$ cat config.mk
export PLATFORM = sky130hd
export DESIGN_NAME = glyph_alpha_blit
export DESIGN_NICKNAME = d
export VERILOG_FILES = /design/src/gab_pkg.sv /design/src/gab_front.sv /design/src/gab_queue.sv /design/src/gab_back.sv /design/src/glyph_alpha_blit.sv
export VERILOG_INCLUDE_DIRS = /design/src /design/src/src
export SDC_FILE = /design/constraint.sdc
export NUM_CORES = 2
export LEC_CHECK = 0
export ABC_AREA = 1
export BUFFER_PORTS_ARGS = -buffer_cell sky130_fd_sc_hd__buf_4
export CAP_MARGIN = 5
export CORE_MARGIN = 5
export CORE_UTILIZATION = 45
export DETAILED_ROUTE_END_ITERATION = 8
export PLACE_DENSITY = 0.63
export SYNTH_ARGS = -nofsm -noshare
export SYNTH_HDL_FRONTEND = slang
export SYNTH_SLANG_ARGS = --single-unit
$ cat constraint.sdc
create_clock -name clk -period 13.3 [get_ports clk]
set_input_delay 0.665 -clock clk [delete_from_list [all_inputs] [get_ports clk]]
set_output_delay 0.665 -clock clk [all_outputs]
set_load 0.01 [all_outputs]
$ cat src/assert_macros.svh
// ----------------------------------------------------------------------------
// assert_macros
// Assertion helpers shared by the RTL.
// ----------------------------------------------------------------------------
// Each macro expects clk and arst_n to be visible where it is used.
`ifndef ASSERT_MACROS_SVH
`define ASSERT_MACROS_SVH

// Same-cycle implication, checked on every rising edge outside reset.
`define GAB_ASSERT_IMPL(lbl, ante, cons) \
	lbl: assert property (@(posedge clk) disable iff (!arst_n) (ante) |-> (cons)) \
		else $error("same-cycle check failed");

// Next-cycle implication, checked on every rising edge outside reset.
`define GAB_ASSERT_NEXT(lbl, ante, cons) \
	lbl: assert property (@(posedge clk) disable iff (!arst_n) (ante) |=> (cons)) \
		else $error("next-cycle check failed");

`endif

$ cat src/gab_pkg.sv
// ----------------------------------------------------------------------------
// gab_pkg
// Shared types and constants for the glyph alpha blitter.
// ----------------------------------------------------------------------------
`default_nettype none

package gab_pkg;

	localparam int MAX_SURFACE_DIM_DEF = 4096;
	localparam int MAX_GLYPH_DIM_DEF   = 255;

	localparam int CFG_IDX_W   = 3;
	localparam int CFG_DATA_W  = 24;
	localparam int CLIP_EDGE_W = 12;
	localparam int CLIP_SIZE_W = 13;
	localparam int CLIP_LEFT_MAX = (1 << CLIP_EDGE_W) - 1;
	localparam int COORD_W     = 18;
	localparam int ADDR_W      = 24;
	localparam int QUEUE_DEPTH = 4;

	// register indexes
	localparam logic [CFG_IDX_W-1:0] CFG_FG_COLOR        = 3'd0;
	localparam logic [CFG_IDX_W-1:0] CFG_CLIP_LEFT       = 3'd1;
	localparam logic [CFG_IDX_W-1:0] CFG_CLIP_TOP        = 3'd2;
	localparam logic [CFG_IDX_W-1:0] CFG_CLIP_WIDTH      = 3'd3;
	localparam logic [CFG_IDX_W-1:0] CFG_CLIP_HEIGHT     = 3'd4;
	localparam logic [CFG_IDX_W-1:0] CFG_SURFACE_STRIDE  = 3'd5;
	localparam logic [CFG_IDX_W-1:0] CFG_BASELINE_ASCENT = 3'd6;

	// item kinds
	localparam logic FUNC_BEGIN    = 1'b0;
	localparam logic FUNC_COVERAGE = 1'b1;

	localparam logic [31:0] RB_MASK      = 32'h00FF00FF;
	localparam logic [31:0] G_MASK       = 32'h0000FF00;
	localparam logic [31:0] RB_ROUND     = 32'h00800080;
	localparam logic [31:0] G_ROUND      = 32'h00000080;
	localparam logic [31:0] RGB_MASK     = 32'h00FFFFFF;
	localparam logic [31:0] OPAQUE_ALPHA = 32'hFF000000;
	localparam logic [7:0]  COV_FULL     = 8'hFF;

	typedef struct packed {
		logic [23:0]            fg_color;
		logic [CLIP_EDGE_W-1:0] clip_left;
		logic [CLIP_EDGE_W-1:0] clip_top;
		logic [CLIP_SIZE_W-1:0] clip_width;
		logic [CLIP_SIZE_W-1:0] clip_height;
		logic [12:0]            surface_stride;
		logic [7:0]             baseline_ascent;
	} gab_cfg_t;

	localparam gab_cfg_t CFG_RESET = '{
		fg_color:        24'd0,
		clip_left:       12'd0,
		clip_top:        12'd0,
		clip_width:      13'd0,
		clip_height:     13'd0,
		surface_stride:  13'd640,
		baseline_ascent: 8'd0
	};

endpackage

`default_nettype wire

$ cat src/gab_front.sv
// ----------------------------------------------------------------------------
// gab_front
// Accepts begin and coverage beats, walks the glyph raster, clips, and
// queues the pixels that will be written.
// ----------------------------------------------------------------------------
`default_nettype none

module gab_front
	import gab_pkg::*;
#(
	parameter int MAX_SURFACE_DIM = MAX_SURFACE_DIM_DEF,
	parameter int MAX_GLYPH_DIM   = MAX_GLYPH_DIM_DEF,
	parameter int PX_W            = $clog2(CLIP_LEFT_MAX + MAX_SURFACE_DIM)
) (
	input  logic                clk,
	input  logic                arst_n,
	input  gab_cfg_t            cfg,
	input  logic                in_valid,
	output logic                in_ready,
	input  logic                func,
	input  logic signed [15:0]  pen_x,
	input  logic signed [15:0]  pen_y,
	input  logic [7:0]          glyph_width,
	input  logic [7:0]          glyph_height,
	input  logic signed [7:0]   x_offset,
	input  logic signed [8:0]   y_offset,
	input  logic [7:0]          coverage,
	input  logic [31:0]         dest_pixel,
	output logic                push_valid,
	input  logic                push_ready,
	output logic [PX_W-1:0]     push_x,
	output logic [PX_W-1:0]     push_y,
	output logic [7:0]          push_coverage,
	output logic [31:0]         push_dest
);

	localparam int GDIM_W = $clog2(MAX_GLYPH_DIM + 1);
	localparam int CLIP_W = $clog2(MAX_SURFACE_DIM + 1);

	logic [COORD_W-1:0] origin_x_q, origin_y_q;
	logic [GDIM_W-1:0]  width_q, height_q, col_q, row_q;

	logic               accept, active, in_x, in_y;
	logic [COORD_W-1:0] px, py, lim_x, lim_y;
	logic [CLIP_W-1:0]  clip_w_sat, clip_h_sat;
	logic [GDIM_W-1:0]  width_sat, height_sat;

	assign in_ready = push_ready;
	assign accept   = in_valid && in_ready;
	assign active   = (width_q != '0) && (row_q < height_q);

	assign width_sat  = (32'(glyph_width) > 32'(MAX_GLYPH_DIM)) ?
		GDIM_W'(MAX_GLYPH_DIM) : GDIM_W'(glyph_width);
	assign height_sat = (32'(glyph_height) > 32'(MAX_GLYPH_DIM)) ?
		GDIM_W'(MAX_GLYPH_DIM) : GDIM_W'(glyph_height);

	assign clip_w_sat = (32'(cfg.clip_width) > 32'(MAX_SURFACE_DIM)) ?
		CLIP_W'(MAX_SURFACE_DIM) : CLIP_W'(cfg.clip_width);
	assign clip_h_sat = (32'(cfg.clip_height) > 32'(MAX_SURFACE_DIM)) ?
		CLIP_W'(MAX_SURFACE_DIM) : CLIP_W'(cfg.clip_height);

	assign px    = origin_x_q + COORD_W'(col_q);
	assign py    = origin_y_q + COORD_W'(row_q);
	assign lim_x = COORD_W'(cfg.clip_left) + COORD_W'(clip_w_sat);
	assign lim_y = COORD_W'(cfg.clip_top) + COORD_W'(clip_h_sat);

	// negative coordinates never pass since the clip edges are unsigned
	assign in_x = !px[COORD_W-1] && (px >= COORD_W'(cfg.clip_left)) && (px < lim_x);
	assign in_y = !py[COORD_W-1] && (py >= COORD_W'(cfg.clip_top)) && (py < lim_y);

	assign push_valid    = accept && (func == FUNC_COVERAGE) && active &&
		(coverage != 8'd0) && in_x && in_y;
	assign push_x        = PX_W'(px);
	assign push_y        = PX_W'(py);
	assign push_coverage = coverage;
	assign push_dest     = dest_pixel;

	always_ff @(posedge clk or negedge arst_n) begin
		if (!arst_n) begin
			origin_x_q <= '0;
			origin_y_q <= '0;
			width_q    <= '0;
			height_q   <= '0;
			col_q      <= '0;
			row_q      <= '0;
		end else if (accept) begin
			if (func == FUNC_BEGIN) begin
				origin_x_q <= COORD_W'(pen_x) + COORD_W'(x_offset);
				origin_y_q <= COORD_W'(pen_y) + COORD_W'(cfg.baseline_ascent) +
					COORD_W'(y_offset);
				width_q    <= width_sat;
				height_q   <= height_sat;
				col_q      <= '0;
				row_q      <= '0;
			end else if (active) begin
				if (col_q == width_q - 1'b1) begin
					col_q <= '0;
					row_q <= row_q + 1'b1;
				end else begin
					col_q <= col_q + 1'b1;
				end
			end
		end
	end

endmodule

`default_nettype wire

$ cat src/gab_queue.sv
// ----------------------------------------------------------------------------
// gab_queue
// Small register FIFO between the raster front and the blend back end.
// ----------------------------------------------------------------------------
`default_nettype none

module gab_queue
	import gab_pkg::*;
#(
	parameter int DATA_W = 8,
	parameter int DEPTH  = QUEUE_DEPTH
) (
	input  logic              clk,
	input  logic              arst_n,
	input  logic              push_valid,
	output logic              push_ready,
	input  logic [DATA_W-1:0] push_data,
	output logic              pop_valid,
	input  logic              pop_ready,
	output logic [DATA_W-1:0] pop_data
);

	localparam int PTR_W = (DEPTH > 1) ? $clog2(DEPTH) : 1;
	localparam int CNT_W = $clog2(DEPTH + 1);

	logic [DATA_W-1:0] mem_q [DEPTH];
	logic [PTR_W-1:0]  wr_ptr_q, rd_ptr_q;
	logic [CNT_W-1:0]  count_q;
	logic              do_push, do_pop;

	assign push_ready = (count_q != CNT_W'(DEPTH));
	assign pop_valid  = (count_q != '0);
	assign pop_data   = mem_q[rd_ptr_q];
	assign do_push    = push_valid && push_ready;
	assign do_pop     = pop_valid && pop_ready;

	always_ff @(posedge clk) begin
		if (do_push) begin
			mem_q[wr_ptr_q] <= push_data;
		end
	end

	always_ff @(posedge clk or negedge arst_n) begin
		if (!arst_n) begin
			wr_ptr_q <= '0;
			rd_ptr_q <= '0;
			count_q  <= '0;
		end else begin
			if (do_push) begin
				wr_ptr_q <= (wr_ptr_q == PTR_W'(DEPTH - 1)) ? '0 : wr_ptr_q + 1'b1;
			end
			if (do_pop) begin
				rd_ptr_q <= (rd_ptr_q == PTR_W'(DEPTH - 1)) ? '0 : rd_ptr_q + 1'b1;
			end
			case ({do_push, do_pop})
				2'b10:   count_q <= count_q + 1'b1;
				2'b01:   count_q <= count_q - 1'b1;
				default: count_q <= count_q;
			endcase
		end
	end

endmodule

`default_nettype wire

$ cat src/gab_back.sv
// ----------------------------------------------------------------------------
// gab_back
// Two-stage blend and address pipeline: products in the first stage,
// final pixel word and address in the output stage.
// ----------------------------------------------------------------------------
`default_nettype none

module gab_back
	import gab_pkg::*;
#(
	parameter int MAX_SURFACE_DIM = MAX_SURFACE_DIM_DEF,
	parameter int PX_W            = $clog2(CLIP_LEFT_MAX + MAX_SURFACE_DIM)
) (
	input  logic              clk,
	input  logic              arst_n,
	input  gab_cfg_t          cfg,
	input  logic              pop_valid,
	output logic              pop_ready,
	input  logic [PX_W-1:0]   pop_x,
	input  logic [PX_W-1:0]   pop_y,
	input  logic [7:0]        pop_coverage,
	input  logic [31:0]       pop_dest,
	output logic              out_valid,
	input  logic              out_ready,
	output logic [ADDR_W-1:0] pixel_address,
	output logic [31:0]       pixel_value
);

	localparam int STRIDE_W = $clog2(MAX_SURFACE_DIM + 1);
	localparam int PROD_W   = PX_W + STRIDE_W;

	logic [STRIDE_W-1:0] stride_sat;
	logic [31:0]         src;
	logic [7:0]          inv;
	logic                ready_s1, ready_s2;

	logic                valid_s1, opaque_s1;
	logic [31:0]         rb_s1, g_s1;
	logic [PROD_W-1:0]   row_base_s1;
	logic [PX_W-1:0]     x_s1;

	assign stride_sat = (32'(cfg.surface_stride) > 32'(MAX_SURFACE_DIM)) ?
		STRIDE_W'(MAX_SURFACE_DIM) : STRIDE_W'(cfg.surface_stride);
	assign src = 32'(cfg.fg_color) & RGB_MASK;
	assign inv = COV_FULL - pop_coverage;

	assign ready_s2  = !out_valid || out_ready;
	assign ready_s1  = !valid_s1 || ready_s2;
	assign pop_ready = ready_s1;

	always_ff @(posedge clk or negedge arst_n) begin
		if (!arst_n) begin
			valid_s1  <= 1'b0;
			out_valid <= 1'b0;
		end else begin
			if (ready_s1) begin
				valid_s1 <= pop_valid;
			end
			if (ready_s2) begin
				out_valid <= valid_s1;
			end
		end
	end

	always_ff @(posedge clk) begin
		if (ready_s1 && pop_valid) begin
			// per-channel sums stay below 2^16, so packed lanes never carry
			rb_s1       <= (src & RB_MASK) * 32'(pop_coverage) +
				(pop_dest & RB_MASK) * 32'(inv) + RB_ROUND;
			g_s1        <= (src & G_MASK) * 32'(pop_coverage) +
				(pop_dest & G_MASK) * 32'(inv) + G_ROUND;
			opaque_s1   <= (pop_coverage == COV_FULL);
			row_base_s1 <= PROD_W'(pop_y) * PROD_W'(stride_sat);
			x_s1        <= pop_x;
		end
		if (ready_s2 && valid_s1) begin
			pixel_value   <= opaque_s1 ? (src | OPAQUE_ALPHA) :
				(((rb_s1 >> 8) & RB_MASK) | ((g_s1 >> 8) & G_MASK));
			pixel_address <= ADDR_W'(row_base_s1) + ADDR_W'(x_s1);
		end
	end

endmodule

`default_nettype wire

$ cat src/glyph_alpha_blit.sv
// ----------------------------------------------------------------------------
// glyph_alpha_blit
// Blends one 8-bit coverage glyph into a 32-bit frame buffer, one pixel per
// beat, with clipping and address generation.
// ----------------------------------------------------------------------------
//  channel   handshake              payload
//  in        in_valid / in_ready    func, pen/glyph fields, coverage, dest_pixel
//  out       out_valid / out_ready  pixel_address, pixel_value
//  cfg       cfg_we                 cfg_index, cfg_wdata
//
//  One input beat per clock while in_ready is high. A drawn pixel is written
//  into the queue, then fills the product stage, then loads the output
//  register. Both back-end stages take one pixel per clock unless out_ready
//  stalls them; the 4-entry queue lets the front keep accepting while the
//  output is stalled, in_ready drops when full.
//  Reset clears raster state and the queue; stride comes up as 640.
// ----------------------------------------------------------------------------
`default_nettype none

module glyph_alpha_blit
	import gab_pkg::*;
#(
	parameter int MAX_SURFACE_DIM = MAX_SURFACE_DIM_DEF,
	parameter int MAX_GLYPH_DIM   = MAX_GLYPH_DIM_DEF
) (
	input  logic                  clk,
	input  logic                  arst_n,
	input  logic                  cfg_we,
	input  logic [CFG_IDX_W-1:0]  cfg_index,
	input  logic [CFG_DATA_W-1:0] cfg_wdata,
	input  logic                  in_valid,
	output logic                  in_ready,
	input  logic                  func,
	input  logic signed [15:0]    pen_x,
	input  logic signed [15:0]    pen_y,
	input  logic [7:0]            glyph_width,
	input  logic [7:0]            glyph_height,
	input  logic signed [7:0]     x_offset,
	input  logic signed [8:0]     y_offset,
	input  logic [7:0]            coverage,
	input  logic [31:0]           dest_pixel,
	output logic                  out_valid,
	input  logic                  out_ready,
	output logic [ADDR_W-1:0]     pixel_address,
	output logic [31:0]           pixel_value
);

`include "assert_macros.svh"

	localparam int PX_W   = $clog2(CLIP_LEFT_MAX + MAX_SURFACE_DIM);
	localparam int ITEM_W = 2 * PX_W + 8 + 32;

	gab_cfg_t cfg_q;

	logic              push_valid, push_ready, pop_valid, pop_ready;
	logic [PX_W-1:0]   push_x, push_y, pop_x, pop_y;
	logic [7:0]        push_coverage, pop_coverage;
	logic [31:0]       push_dest, pop_dest;
	logic [ITEM_W-1:0] pop_data;

	always_ff @(posedge clk or negedge arst_n) begin
		if (!arst_n) begin
			cfg_q <= CFG_RESET;
		end else if (cfg_we) begin
			case (cfg_index)
				CFG_FG_COLOR:        cfg_q.fg_color        <= cfg_wdata;
				CFG_CLIP_LEFT:       cfg_q.clip_left       <= cfg_wdata[CLIP_EDGE_W-1:0];
				CFG_CLIP_TOP:        cfg_q.clip_top        <= cfg_wdata[CLIP_EDGE_W-1:0];
				CFG_CLIP_WIDTH:      cfg_q.clip_width      <= cfg_wdata[CLIP_SIZE_W-1:0];
				CFG_CLIP_HEIGHT:     cfg_q.clip_height     <= cfg_wdata[CLIP_SIZE_W-1:0];
				CFG_SURFACE_STRIDE:  cfg_q.surface_stride  <= cfg_wdata[12:0];
				CFG_BASELINE_ASCENT: cfg_q.baseline_ascent <= cfg_wdata[7:0];
				default: ;
			endcase
		end
	end

	gab_front #(
		.MAX_SURFACE_DIM (MAX_SURFACE_DIM),
		.MAX_GLYPH_DIM   (MAX_GLYPH_DIM),
		.PX_W            (PX_W)
	) u_front (
		.clk           (clk),
		.arst_n        (arst_n),
		.cfg           (cfg_q),
		.in_valid      (in_valid),
		.in_ready      (in_ready),
		.func          (func),
		.pen_x         (pen_x),
		.pen_y         (pen_y),
		.glyph_width   (glyph_width),
		.glyph_height  (glyph_height),
		.x_offset      (x_offset),
		.y_offset      (y_offset),
		.coverage      (coverage),
		.dest_pixel    (dest_pixel),
		.push_valid    (push_valid),
		.push_ready    (push_ready),
		.push_x        (push_x),
		.push_y        (push_y),
		.push_coverage (push_coverage),
		.push_dest     (push_dest)
	);

	gab_queue #(
		.DATA_W (ITEM_W),
		.DEPTH  (QUEUE_DEPTH)
	) u_queue (
		.clk        (clk),
		.arst_n     (arst_n),
		.push_valid (push_valid),
		.push_ready (push_ready),
		.push_data  ({push_x, push_y, push_coverage, push_dest}),
		.pop_valid  (pop_valid),
		.pop_ready  (pop_ready),
		.pop_data   (pop_data)
	);

	assign {pop_x, pop_y, pop_coverage, pop_dest} = pop_data;

	gab_back #(
		.MAX_SURFACE_DIM (MAX_SURFACE_DIM),
		.PX_W            (PX_W)
	) u_back (
		.clk           (clk),
		.arst_n        (arst_n),
		.cfg           (cfg_q),
		.pop_valid     (pop_valid),
		.pop_ready     (pop_ready),
		.pop_x         (pop_x),
		.pop_y         (pop_y),
		.pop_coverage  (pop_coverage),
		.pop_dest      (pop_dest),
		.out_valid     (out_valid),
		.out_ready     (out_ready),
		.pixel_address (pixel_address),
		.pixel_value   (pixel_value)
	);

	// a queued pixel always has room
	`GAB_ASSERT_IMPL(a_push_has_room, push_valid, push_ready)
	// begin beats never produce a pixel
	`GAB_ASSERT_IMPL(a_begin_no_push, in_valid && in_ready && (func == FUNC_BEGIN), !push_valid)
	// queue head is not dropped while the back end is stalled
	`GAB_ASSERT_NEXT(a_head_held, pop_valid && !pop_ready, pop_valid && $stable(pop_data))

endmodule

`default_nettype wire
# --- Yosys cells after proc, flatten, opt, wreduce, memory -nomap -nowiden ---
# Memory sizes are Yosys's and may differ from the RTL's.
# Cells that the tools add are included.
word_totals:
  ff_bits: 322
  ramBits: 264
  in_bits: 138
  word_cells: 127
  n_memories: 1
mem_list:
  columns: ["name", "depth", "word_bits", "rd", "rd_clocked_by_memory_dff", "write_ports", "line", "rtl"]
  rows:
  - ["u_queue.mem_q", 4, 66, 1, 0, 1, "gab_queue.sv:26", "logic [DATA_W-1:0] mem_q [DEPTH];"]
classes:
  add_sub_neg: 20
  mul: 5
  n_lt_le_gt_ge: 8
  eq_ne: 15
  mux: 15
  bitwise: 2
  n_reduce_logical: 35
op_table:
  columns: ["op", "n"]
  rows:
  - ["multiplier 24 x 8 -> 32 bit", 2]
  - ["2-to-1 mux 8 bit", 6]
  - ["> comparator 13 bit (second input constant)", 3]
  - ["2-to-1 mux 13 bit", 3]
  - ["adder 18 x 8 -> 18 bit", 2]
  - [">= comparator 18 x 12 -> 1 bit", 2]
  - ["less-than comparator 18 bit", 2]
  - ["adder 32 x 24 -> 32 bit (second input constant)", 1]
  - ["adder 32 bit", 1]
  - ["multiplier 8 x 8 -> 16 bit", 2]
  - ["adder 12 x 13 -> 14 bit", 2]
  - ["adder 24 x 13 -> 24 bit", 1]
  - ["adder 24 bit", 1]
  - ["adder 24 x 8 -> 24 bit (second input constant)", 1]
  - ["multiplier 13 x 13 -> 24 bit", 1]
  - ["2-to-1 mux 24 bit", 1]
  - ["bitwise OR 24 x 16 -> 24 bit", 1]
  - ["adder 18 bit", 1]
  - ["AND reduction 2 bit", 9]
  - ["adder 16 x 8 -> 17 bit", 1]
  - ["adder 16 x 9 -> 17 bit", 1]
  - ["adder 8 x 1 -> 8 bit (second input constant)", 2]
  - ["nonzero test 8 bit", 2]
  - ["logical AND 1 bit", 14]
  - ["25 further kinds", 38]

# --- Depth between registers and ports, before layout ---
logic_depth:
  ltp_word: 10
  depth_mapped: 34

# --- Hierarchy ---
# From an unflattened synthesis, not the netlist that was laid out.
hier_totals:
  hier_cells: 5644
  area_unflattened_um2: 48382.7
modules_own_cells:
  columns: ["mod", "instances", "cells_each", "area_each_um2", "seq_area_each_um2"]
  rows:
  - ["gab_back", 1, 3022, 24334.6, 3383.2]
  - ["gab_queue", 1, 830, 11048.1, 8102.8]
  - ["gab_front", 1, 1366, 9206.3, 1676.6]
  - ["glyph_alpha_blit", 1, 426, 3793.6, 2379.8]

# --- Worst setup path after synthesis ---
# Ideal clock, no wire load.
synth_timing:
  path_type: "register to register"
  start: "register cfg_q[42] (netlist bit)"
  end: "memory u_queue.mem_q[0][0] (netlist bit) (enable)"
  arrival_ns: 6.075
  required_time_ns: 12.826
  path_slack_ns: 6.751
  path_stages_with_launch: 26
  n_path_buf: 0
  path_cell_list: "dfrtp_1 -> nor4_1 -> nand3_1 -> nand2_1 -> clkinv_1 -> nor2_1 -> ha_1 -> inv_1 -> fa_1 -> inv_1 -> a31oi_1 -> or3b_2 -> o2111ai_1 -> xnor2_1 -> ha_1 -> nand2_1 -> nor2_1 -> nor2_1 -> nand3_1 -> a21oi_1 -> nand2_1 -> nor2_1 -> nand3_1 -> nor2_1 -> nand3_2 -> nor2_1"
synth_between:
  elab_chain_len: 10
synth_rtl:
  columns: ["element", "line", "rtl"]
  rows:
  - ["start: declaration", "glyph_alpha_blit.sv:53", "gab_cfg_t cfg_q;"]
  - ["> comparator 13 bit", "gab_front.sv:57", "assign clip_w_sat = (32'(cfg.clip_width) > 32'(MAX_SURFACE_DIM)) ?"]
  - ["2-to-1 mux 13 bit (*)", "gab_front.sv:57", null]
  - ["adder 12 x 13 -> 14 bit (*)", "gab_front.sv:64", "assign lim_x = COORD_W'(cfg.clip_left) + COORD_W'(clip_w_sat);"]
  - ["less-than comparator 18 bit (*)", "gab_front.sv:68", "assign in_x = !px[COORD_W-1] && (px >= COORD_W'(cfg.clip_left)) && (px < lim_x);"]
  - ["logical AND 1 bit (*)", "gab_front.sv:68", null]
  - ["logical AND 1 bit (*) (2 in a row)", "gab_front.sv:72", "(coverage != 8'd0) && in_x && in_y;"]
  - ["logical AND 1 bit (*)", "gab_queue.sv:34", "assign do_push = push_valid && push_ready;"]
  - ["2-to-1 mux 1 bit (*)", "gab_queue.sv:38", "if (do_push) begin"]
  - ["2-to-1 mux 1 bit (implied by the code) (*)", "gab_queue.sv:39", "mem_q[wr_ptr_q] <= push_data;"]
  - ["end: declaration", "gab_queue.sv:26", null]
# Every way passes the cells marked *; elsewhere a longest branch is shown, timed or not.

# --- Worst setup path in the final report ---
layout_timing:
  start: "register u_queue.rd_ptr_q[0]"
  end: "register u_back.rb_s1[29], data pin"
layout_between:
  elab_chain_len: 5
layout_rtl:
  columns: ["element", "line", "rtl"]
  rows:
  - ["start: declaration", "gab_queue.sv:27", "logic [PTR_W-1:0] wr_ptr_q, rd_ptr_q;"]
  - ["start signal: assignment", "gab_queue.sv:53", "rd_ptr_q <= (rd_ptr_q == PTR_W'(DEPTH - 1)) ? '0 : rd_ptr_q + 1'b1;"]
  - ["memory read (4 x 66 bit) (*)", null, null]
  - ["subtractor 8 bit", "gab_back.sv:45", "assign inv = COV_FULL - pop_coverage;"]
  - ["multiplier 24 x 8 -> 32 bit", "gab_back.sv:69", "(pop_dest & RB_MASK) * 32'(inv) + RB_ROUND;"]
  - ["adder 32 bit (*)", "gab_back.sv:68", "rb_s1 <= (src & RB_MASK) * 32'(pop_coverage) +"]
  - ["adder 32 x 24 -> 32 bit (*)", "gab_back.sv:69", null]
  - ["end signal: assignment", "gab_back.sv:68", null]
  - ["end: declaration", "gab_back.sv:38", "logic [31:0] rb_s1, g_s1;"]
# Marked as above.
# A chain may end at the register's enable or synchronous reset.

==> run summary <==
The overall routing resource usage was 0.2263. After synthesis, the cell types taking the most area are sky130_fd_sc_hd__edfxtp_1, sky130_fd_sc_hd__fa_1, sky130_fd_sc_hd__ha_1. Clock latency on the worst-skew pair, taken at its later pin, is 0.70 ns.

The root buffer cell was sky130_fd_sc_hd__clkbuf_16. Final-layout fill cell count: 9272. The logs give 0 for the count of unresolved DRC violations after routing and 0.5019 for the final cell utilization of the core. Number of slew-limit violations in the final report: 0.

The first global-routing pass estimated 190.1 mm of wire. The fraction of synthesized cell area taken by the top area cell type came out at 0.2303. 196 I/O pins were placed.

The run gives 0 as the post-CTS resize count. The largest total area in the synthesized netlist belongs to sky130_fd_sc_hd__edfxtp_1. The count of standard-cell rows was 115. The path type of the worst min-delay path is input port to asynchronous set/reset pin. The number of H-tree branching levels is 2. The sort of element at the end of the critical path was a register. TritonCTS built the clock tree. The tools report the worst setup path startpoint as u_queue.rd_ptr_q[0]$_DFFE_PN0P_. The post-route cell area was 49470 sq um; the endpoint required time on the critical path was 13.71 ns. The detailed placer's ending HPWL was 90.26 mm.

The number of hold buffers added after CTS was 0. Adding up every negative setup slack in the final design gives 0 ns. Die area: 105800 sq um.

The number of buffers created by CTS is 60. The number of synthesized flops with an enable pin is 343. The met1 demand-to-capacity share in global routing was 0.2990. The number of nets produced by synthesis is 6083, and the slew of the pin with the lowest slew margin is 1.095 ns. Setup repair after global routing left no endpoint under its margin. The run gives 3 as the buffer levels on the longest clock path. Ranked by instance count, the synthesized netlist is headed by sky130_fd_sc_hd__nand2_1, sky130_fd_sc_hd__inv_1, sky130_fd_sc_hd__nor2_1, sky130_fd_sc_hd__ha_1, sky130_fd_sc_hd__fa_1. Once detail routing completed, the nets flagged for antenna violations numbered 0. The logs give 2290 for the violation count after the first detailed-routing iteration and 110 for the pin count of the biggest net entering global routing. The worst-case clock skew was 0.03028 ns; the arrival time at the worst endpoint was 8.50 ns. Among all stages on the critical path, the largest delay is contributed by sky130_fd_sc_hd__dfrtp_4. The effective utilization at floorplan was 0.4538.

The post-route fraction of the period consumed by the critical path is 0.6078, and the number of port buffers is 187. For the layout net count, the log shows 6235. The run finished with clean final reports. The run gives 0.1237 GHz as the maximum clock rate. The met3 global-route usage came out at 0.04753. For the number of antenna violations at the first check in global routing, the log shows 10.

By startpoint and endpoint, the worst setup path is classified as register to register. The synthesis warning total was 0; the area inside the core boundary was 98560 sq um. Compared with the post-synthesis result, the final layout area differs by 10.60%.

Setup violations remaining at the end of the flow were counted as 0. In this run the cell area of the synthesized design comes to 44730 sq um. The async set-or-reset flop fraction in the synthesized netlist is 0.3327, and the number of endpoints with negative hold slack in the final report is 0. Max-cap violations in this run came to 0. In this run the critical register-to-register path is launched from u_queue.rd_ptr_q[0]$_DFFE_PN0P_. For the via count of the first global-routing pass, the log shows 34630.

Dividing the detail-routed wire length by the instance count gives 18.05 um. The global-route congestion overflow total is 0, and the routability congestion estimate from global placement is 0.9308. After detailed routing, the number of vias per cell comes to 5.191. The die is 325.3 um tall. In the synthesized netlist the dominant register cell turns out to be sky130_fd_sc_hd__edfxtp_1.

The max-slew headroom at the worst pin is 0.2697, and the width of the chip is 325.3 um. The busiest layer in global routing is met2. The post-place instance area is 47440 sq um. In the post-synthesis netlist, the cell with the most instances is sky130_fd_sc_hd__nand2_1.

The met2 track demand over resource in global routing was 0.3655. The logs give 14590 sq um for the area taken by flip-flops and latches and 514 for the number of clock sinks seen by CTS. Clock-pin slew was measured on the worst setup and hold paths at 0.06 ns.

Before antenna repair, the detailed router went through 6 iterations. The run gives 0.1030 ns as the worst hold slack across all endpoints. Each instance of the synthesized netlist takes up on average 8.756 sq um. The biggest fanout along the worst timing path was 66; the number of cells produced by synthesis was 5108. STA classifies the critical path startpoint as a register. Counting I/O delays and the setup requirement, the final critical path takes 8.083 ns. The delay contributed by the slowest stage of the critical path was 0.82 ns. The area of the multi-input gates was 26100 sq um; the number of distinct library cells after synthesis was 55.

The share of final-layout standard cells stronger than drive strength 1 was 0.06815. The logs give 0.3260 for the fraction of the yosys area taken by sequential cells and 34280 for the number of vias after detailed routing. The number of flip-flops and latches in the synthesized netlist is 514, and the buffers inserted during post-CTS setup optimization is 0.

The tools report the routed wire length as 119.2 mm.
[cell families (layout without fill, tap and decap cells)]
kind of cell	after synthesis	count (layout)	synth area share
other	0	5	0
flip-flops	514	514	0.3260
buffers and inverters	1065	1269	0.09145
AO/OA/AOI/OAI	588	588	0.07237
adder cells (fa/ha/maj)	837	837	0.2999
XOR/XNOR	185	185	0.03623
multiplexers	2	2	0.0005035
AND/OR/NAND/NOR	1917	1917	0.1735
[sequential cells by signal, summed over array words and instances, names as in the netlist, 2 cells and up]
register / flops
u_front.row_q: 8
cfg_q: 95
u_front.origin_y_q: 18
u_front.origin_x_q: 17
u_queue.mem_q: 232
u_back.row_base_s1: 24
u_back.rb_s1: 16
u_back.x_s1: 13
u_front.height_q: 8
u_queue.wr_ptr_q: 2
u_back.pixel_value: 25
u_front.width_q: 8
u_back.pixel_address: 24
u_queue.count_q: 3
u_queue.rd_ptr_q: 2
u_back.g_s1: 8
u_front.col_q: 8
[critical path, delay by kind of cell, from the launching register on]
kind | cells | cell delay [ns]
adders and majority gates | 7 | 3.30
buffers and inverters | 9 | 1.84
and+or+nand+nor | 8 | 0.87
DFF | 1 | 0.82
AOI/OAI and AO/OA | 3 | 0.72
xor gates and xnor gates | 1 | 0.16
[final timing paths]
| path | slack, ns | end | cells past startpoint |
|---|---|---|---|
| min in group clk | 0.17 | u_queue.mem_q[3][6]$_DFFE_PP_ | 1 |
| hold reg to reg | 0.47 | u_queue.count_q[0]$_DFFE_PN0P_ | 1 |
| hold / removal | 0.10 | u_front.origin_x_q[11]$_DFFE_PN0P_ | 1 |
| setup / recovery | 5.22 | u_back.rb_s1[29]$_DFFE_PP_ | 28 |
| setup reg to reg | 5.22 | u_back.rb_s1[29]$_DFFE_PP_ | 28 |
| max in group asynchronous | 11.59 | u_queue.rd_ptr_q[0]$_DFFE_PN0P_ | 2 |
[through the flow]
stage               setup WS (ns)  cells
CTS                         5.199   6599
floorplan                   6.751   5108
detailed placement          5.206   6485
finish                      5.217   6604
global route                4.461   6602
global placement            5.261   6485
[cell usage in the layout (no fill, tap or decap), drive strengths merged, types with 3 or more instances in the layout]
master,Yosys,routed
nor3,31,31
o21ai,236,236
clkinv,9,27
dfrtp,169,169
nand4,36,36
a32o,3,3
o22ai,17,17
nor2,521,521
o21bai,8,8
and2,5,5
inv,932,938
a21o,21,21
ha,445,445
nor4,13,13
diode,0,5
a32oi,19,19
nand3b,7,7
a21boi,6,6
a21oi,244,244
edfxtp,343,343
clkinvlp,0,10
o21a,6,6
a221oi,3,3
nand2,1085,1085
fa,392,392
or2,10,10
clkbuf,68,76
o2111ai,6,6
buf,56,213
xor2,126,126
o31ai,5,5
a31oi,10,10
bufinv,0,5
nand3,204,204
xnor2,59,59
a211oi,3,3
[layout make-up]
class / instances / share of cell area
Sequential cell: 514 / 0.2948
Multi-Input combinational cell: 3529 / 0.5276
Inverter: 941 / 0.07145
Clock buffer: 75 / 0.03189
Clock inverter: 39 / 0.008802
Tap cell: 1287 / 0.03255
Timing Repair Buffer: 214 / 0.03260
Antenna cell: 5 / 0.0002529
[routing by layer]
| metal | up-vias | share of wire |
|---|---|---|
| li1 | 16560 | - |
| met1 | 16440 | 0.42 |
| met2 | 1066 | 0.46 |
| met3 | 218 | 0.081 |
| met4 | 4 | 0.045 |
| met5 | - | 0.00025 |
Power is left out: the tool's default activity adds up to more than one toggle a clock period on the data nets, which glitch-free logic cannot reach.
